==> config.mk <==
export PLATFORM = sky130hd
export DESIGN_NAME = edhj_hash
export DESIGN_NICKNAME = d
export VERILOG_FILES = /design/src/design/edhj_pkg.sv /design/src/design/edhj_hash.sv
export SDC_FILE = /design/constraint.sdc
export NUM_CORES = 1
export LEC_CHECK = 0
export BUFFER_PORTS_ARGS = -buffer_cell sky130_fd_sc_hd__buf_2
export CAP_MARGIN = 30
export CELL_PAD_IN_SITES_DETAIL_PLACEMENT = 1
export CELL_PAD_IN_SITES_GLOBAL_PLACEMENT = 2
export CORE_MARGIN = 2
export CORE_UTILIZATION = 42
export DETAILED_ROUTE_END_ITERATION = 12
export PLACE_DENSITY_LB_ADDON = 0.1
export SYNTH_ARGS = -nofsm -noshare
export SYNTH_HDL_FRONTEND = slang
export SYNTH_SLANG_ARGS = --single-unit
==> constraint.sdc <==
create_clock -name clk -period 10.6 [get_ports clk]
set_clock_uncertainty 0.1 [all_clocks]
set_input_delay 2.12 -clock clk [delete_from_list [all_inputs] [get_ports clk]]
set_output_delay 2.12 -clock clk [all_outputs]
set_load 0.05 [all_outputs]
==> src/design/edhj_pkg.sv <==
// Shared types and constants for the event dedup hash journal.
// No dependencies; used by edhj_hash and event_dedup_hash_journal.
`default_nettype none
package edhj_pkg;

  localparam int JOURNAL_DEPTH = 256;
  localparam int LOOKUP_SIZE   = 2 * JOURNAL_DEPTH;
  localparam int JW            = $clog2(JOURNAL_DEPTH);
  localparam int LW            = $clog2(LOOKUP_SIZE);
  localparam int FW            = $clog2(JOURNAL_DEPTH + 1);

  typedef logic [JW-1:0] jidx_t;
  typedef logic [JW:0]   jcnt_t;
  typedef logic [LW-1:0] lidx_t;
  typedef logic [LW:0]   lcnt_t;
  typedef logic [FW-1:0] fill_t;

  localparam logic [1:0] OP_SNAPSHOT = 2'd0;
  localparam logic [1:0] OP_EVENT    = 2'd1;
  localparam logic [1:0] OP_RESET    = 2'd2;

  localparam logic [2:0] CONT_INITIAL  = 3'd0;
  localparam logic [2:0] CONT_CONTIG   = 3'd1;
  localparam logic [2:0] CONT_GAP      = 3'd2;
  localparam logic [2:0] CONT_BASEJUMP = 3'd3;
  localparam logic [2:0] CONT_FULL     = 3'd4;
  localparam logic [2:0] CONT_DUP      = 3'd5;
  localparam logic [2:0] CONT_REWIND   = 3'd6;

  localparam logic [31:0] C_GOLD = 32'h9e3779b9;
  localparam logic [31:0] C_SN   = 32'h85ebca6b;
  localparam logic [31:0] C_EN   = 32'hc2b2ae35;
  localparam logic [31:0] C_EV   = 32'h27d4eb2f;
  localparam logic [31:0] C_FMIX = 32'h7feb352d;

  typedef struct packed {
    logic [31:0] epoch;
    logic [31:0] snapshot;
    logic [31:0] entity;
    logic [31:0] code;
  } tuple_t;

  typedef struct packed {
    tuple_t      tup;
    logic [31:0] serial;
  } jrn_word_t;

  typedef struct packed {
    logic [31:0] serial;
    jidx_t       slot_ref;
  } lk_word_t;

endpackage
`default_nettype wire

==> src/design/edhj_hash.sv <==
// Iterative tuple hash: one mixing step per cycle over a shared multiplier.
// Depends on edhj_pkg for the tuple type and mixing constants.
`default_nettype none
module edhj_hash (
  input  wire logic            clk,
  input  wire logic            rst_n,
  input  wire logic            go,
  input  wire edhj_pkg::tuple_t tup_in,
  output logic                 done,
  output logic [31:0]          hash
);

  typedef enum logic [5:0] {
    HS_MUL0 = 6'b000001,
    HS_SN   = 6'b000010,
    HS_EN   = 6'b000100,
    HS_EV   = 6'b001000,
    HS_MUL1 = 6'b010000,
    HS_FIN  = 6'b100000
  } hstep_t;

  hstep_t           step_r;
  logic             run_r;
  logic             done_r;
  logic [31:0]      h_r;
  edhj_pkg::tuple_t t_r;

  logic [31:0] mix_in, mul_a, mul_b, prod, addend, combine;

  always_comb begin
    mix_in = h_r ^ (h_r >> 16);
    mul_a  = (step_r == HS_MUL0) ? t_r.epoch : mix_in;
    mul_b  = (step_r == HS_MUL0) ? edhj_pkg::C_GOLD : edhj_pkg::C_FMIX;
    prod   = mul_a * mul_b;
    case (step_r)
      HS_SN:   addend = t_r.snapshot + edhj_pkg::C_SN;
      HS_EN:   addend = t_r.entity + edhj_pkg::C_EN;
      default: addend = t_r.code + edhj_pkg::C_EV;
    endcase
    combine = h_r ^ (addend + (h_r << 6) + (h_r >> 2));
  end

  always_ff @(posedge clk) begin
    if (!rst_n) begin
      run_r  <= 1'b0;
      done_r <= 1'b0;
      step_r <= HS_MUL0;
    end else begin
      done_r <= 1'b0;
      if (go) begin
        run_r  <= 1'b1;
        step_r <= HS_MUL0;
      end else if (run_r) begin
        case (step_r)
          HS_MUL0: step_r <= HS_SN;
          HS_SN:   step_r <= HS_EN;
          HS_EN:   step_r <= HS_EV;
          HS_EV:   step_r <= HS_MUL1;
          HS_MUL1: step_r <= HS_FIN;
          HS_FIN: begin
            run_r  <= 1'b0;
            done_r <= 1'b1;
          end
          default: step_r <= HS_MUL0;
        endcase
      end
    end
  end

  always_ff @(posedge clk) begin
    if (go) begin
      t_r <= tup_in;
    end else if (run_r) begin
      case (step_r)
        HS_MUL0, HS_MUL1: h_r <= prod;
        HS_SN, HS_EN, HS_EV: h_r <= combine;
        default: h_r <= h_r ^ (h_r >> 15);
      endcase
    end
  end

  assign done = done_r;
  assign hash = h_r;

endmodule
`default_nettype wire

==> results.txt <==
The net count of the finished layout is 3,023. After clock tree synthesis, the flow added hold-fix buffers numbering 0. In this run the worst path has a maximum fanout of 8.

Dividing the detail-routed wire length by the instance count gives 24.3 um. The last weighted congestion value of the routability-driven placer is 0.896. Dividing the detail-routed via count by the number of cells gives 5.32.

The number of synthesized register bits came out at 168. The final hold violation count came out at 0. In this run the horizontal extent of the chip is 236 um. The tree is rooted in a sky130_fd_sc_hd__clkbuf_16. The count of nets left with antenna violations once routing finished came out at 0. The ratio of cells with drive above 1 in the final layout came out at 0.107. The number of rows in the core area came out at 85. In the synthesized netlist, the cells that appear most often are 384 x sky130_fd_sc_hd__inv_1, 329 x sky130_fd_sc_hd__fa_1, 254 x sky130_fd_sc_hd__ha_1, 160 x sky130_fd_sc_hd__edfxtp_1, 154 x sky130_fd_sc_hd__xnor2_1.

Synthesis handed over a netlist of 2,152 instances. Setup repair after global routing left no endpoint under its margin. The worst hold margin is 0.451 ns. The total overflow left after global routing is 0. The CTS sink count is 168.

Once placement finished, the instance area stood at 24,300 um2. The final design instance area without fill came out at 24,900 um2. The vertical extent of the die is 236 um. The all-layer global routing usage is 0.275.

The number of DRC markers in iteration 0 came out at 808. The starting density of the core is 0.422. The H-tree was split into 4 levels.

The sum of routed wire length over all layers is 73,300 um. After synthesis, the netlist uses 76 different library cells. The buffer depth of the longest clock path is 2. The floorplan step defined a core boundary enclosing 53,500 um2. Headroom to the max-slew limit came out at 0.296.

The reported max-cap violation count came out at 0. For this run, the detailed router's first-pass iteration total came to 4. The max-slew violation count came out at 0. By area the synthesized netlist is led by sky130_fd_sc_hd__fa_1 29%, sky130_fd_sc_hd__edfxtp_1 21%, sky130_fd_sc_hd__ha_1 14%.

The setup slack after placement came out at 1.27 ns. For the worst-skew pair, the clock arrives at the later sink with an insertion delay of 0.51 ns. The number of antenna repair diodes came out at 0. A synthesized cell averages 10.5 um2. The most common cell in the synthesized netlist is sky130_fd_sc_hd__inv_1. The critical path is of the reg -> reg type. The post-synthesis to final-layout area growth is 10.2%. The number of inserted filler cells in the final layout is 5,924. Clock tree synthesis inserted a total of 17 buffers. The area of the multi-input gates came out at 16,000 um2.

The placed wire-length estimate is 62,900 um. The maximum clock frequency came out at 0.107 GHz. STA classifies the critical path endpoint as a flop. The async set-reset flop share out of synthesis is 0.

The transition time at the pin with the least slew margin came out at 1.05 ns. Synthesis produced a netlist with a net count of 2,866. The remaining design rule violation count is 0. STA puts the critical path data arrival time at 9.53 ns. The type of origin of the critical path is a flop.

Entering global routing, the biggest net connects 61 pins. The netlist area before placement is 22,600 um2. STA puts the critical path data required time at 10.75 ns. Of the post-synthesis cell area, the dominant cell type holds 0.291. The first global-routing pass estimated 112,000 um of wire. In the finished design, the share of the clock period the worst path needs comes to 0.886. The buffers inserted during post-CTS setup optimization is 0. Once the clock tree was built, the resizer swapped 0 gates to a different size.

The clock period minus final worst setup slack came out at 9.39 ns. The total area of sequential cells is 4960 um2. The most used flip-flop cell after synthesis is sky130_fd_sc_hd__edfxtp_1. Adding up every negative setup slack in the final design gives 0 ns. The worst path setup slack after routing came out at 1.21 ns.

The I/O pin count came out at 164. The area of the die is 55,700 um2. The post-synthesis sequential area ratio is 0.220. The run finished with clean final reports. The number of warnings issued by yosys is 0. The total via count after detailed routing is 16,100. The via count of the first global-routing pass came to 18,300. Input and output buffers added on the ports amount to 163. The number of antenna violations at the first check in global routing came out at 0.

The largest total area in the synthesized netlist belongs to sky130_fd_sc_hd__fa_1. Setup violations remaining at the end of the flow were counted as 0. In this run the worst hold path is classified as reg -> reg. The clock-pin slew on the worst setup and hold paths is 0.09 ns. TritonCTS built the clock tree. The count of flip-flops with a built-in enable after synthesis came out at 160.
-- sequential cells by signal, summed over array words and instances (netlist names) --
name and cells:
t_r 128, hash 32, step_r 6, done 1, run_r 1
-- logic make-up (layout without fill, tap and decap cells) --
group,after synthesis,in the layout,synth area share
compound gates,339,339,0.0989
mux,4,4,0.00177
simple gates,392,392,0.0849
flops,168,168,0.220
fa+ha+maj,583,583,0.432
xor+xnor,230,230,0.0898
buf+inv,436,606,0.0728
-- stage by stage --
stage               std cells  utilization
floorplan                2152            -
global placement         2984        0.454
detailed placement       2986        0.454
CTS                      3018        0.465
global route             3018        0.465
finish                   3018        0.465
-- final timing paths --
kind | end | slack [ns] | depth (start not counted) | from
worst min register to register | step_r[4] | 0.45 | 2 | run_r
worst max-delay path | hash[31] | 1.21 | 27 | hash[17]
worst min-delay path | step_r[4] | 0.45 | 2 | run_r
worst max register to register | hash[31] | 1.21 | 27 | hash[17]
-- worst max-delay path, stage by stage (launching register included) --
cell	delay, ns
sky130_fd_sc_hd__edfxtp_1	0.73
sky130_fd_sc_hd__xnor2_1	0.68
sky130_fd_sc_hd__nor2_1	0.37
sky130_fd_sc_hd__nor2_1	0.88
sky130_fd_sc_hd__inv_1	0.53
sky130_fd_sc_hd__fa_1	0.55
sky130_fd_sc_hd__fa_1	0.42
sky130_fd_sc_hd__fa_1	0.37
sky130_fd_sc_hd__inv_1	0.09
sky130_fd_sc_hd__fa_1	0.17
sky130_fd_sc_hd__inv_1	0.05
sky130_fd_sc_hd__fa_1	0.54
sky130_fd_sc_hd__inv_1	0.06
sky130_fd_sc_hd__fa_1	0.53
sky130_fd_sc_hd__inv_1	0.05
sky130_fd_sc_hd__fa_1	0.51
sky130_fd_sc_hd__fa_1	0.43
sky130_fd_sc_hd__ha_1	0.39
sky130_fd_sc_hd__a21o_1	0.21
sky130_fd_sc_hd__a21o_1	0.16
sky130_fd_sc_hd__a21o_1	0.18
sky130_fd_sc_hd__nand2_1	0.10
sky130_fd_sc_hd__a2bb2oi_1	0.22
sky130_fd_sc_hd__nand3b_1	0.13
sky130_fd_sc_hd__a31oi_1	0.28
sky130_fd_sc_hd__o21ai_0	0.16
sky130_fd_sc_hd__xnor2_1	0.15
sky130_fd_sc_hd__o22ai_1	0.09
-- layout by cell type (no fill, tap or decap), types with 5 or more instances in the layout --
cell type,instances
sky130_fd_sc_hd__inv_1,384
sky130_fd_sc_hd__fa_1,329
sky130_fd_sc_hd__ha_1,254
sky130_fd_sc_hd__buf_2,162
sky130_fd_sc_hd__edfxtp_1,160
sky130_fd_sc_hd__xnor2_1,154
sky130_fd_sc_hd__nand2_1,129
sky130_fd_sc_hd__nor2_1,80
sky130_fd_sc_hd__xor2_1,74
sky130_fd_sc_hd__o21ai_0,71
sky130_fd_sc_hd__a21oi_1,69
sky130_fd_sc_hd__nor3_1,32
sky130_fd_sc_hd__a21o_1,30
sky130_fd_sc_hd__nor2b_1,26
sky130_fd_sc_hd__buf_4,24
sky130_fd_sc_hd__a22oi_1,22
sky130_fd_sc_hd__and2_1,18
sky130_fd_sc_hd__o221ai_1,17
sky130_fd_sc_hd__o22ai_1,17
sky130_fd_sc_hd__clkbuf_16,17
sky130_fd_sc_hd__nand2b_1,16
sky130_fd_sc_hd__or3_1,16
sky130_fd_sc_hd__a211oi_1,16
sky130_fd_sc_hd__or2_2,16
sky130_fd_sc_hd__nand4_1,15
sky130_fd_sc_hd__nand3_1,14
sky130_fd_sc_hd__o21a_1,11
sky130_fd_sc_hd__a31oi_1,11
sky130_fd_sc_hd__o21ai_1,9
sky130_fd_sc_hd__o21bai_1,9
sky130_fd_sc_hd__dfxtp_1,8
sky130_fd_sc_hd__nor4_1,6
sky130_fd_sc_hd__o211ai_1,6
sky130_fd_sc_hd__o31ai_1,6
sky130_fd_sc_hd__and3_1,5
sky130_fd_sc_hd__a211o_1,5
sky130_fd_sc_hd__a221o_1,5
-- area by class of cell --
cell class	instances	share of cell area
Inverter	385	0.0581
Tap cell	696	0.0350
Timing Repair Buffer	189	0.0415
Multi-Input combinational cell	1548	0.643
Clock buffer	17	0.0171
Clock inverter	15	0.00628
Sequential cell	168	0.199
-- layer usage --
metal,GRT usage,share of wire,vias up
li1,-,-,7457
met3,0.0477,0.040,84
met4,0.0923,0.031,0
met2,0.480,0.50,297
met1,0.344,0.43,8223
met5,0,0,-
Power is left out: the tool's default activity adds up to more than one toggle a clock period on the data nets, which glitch-free logic cannot reach.
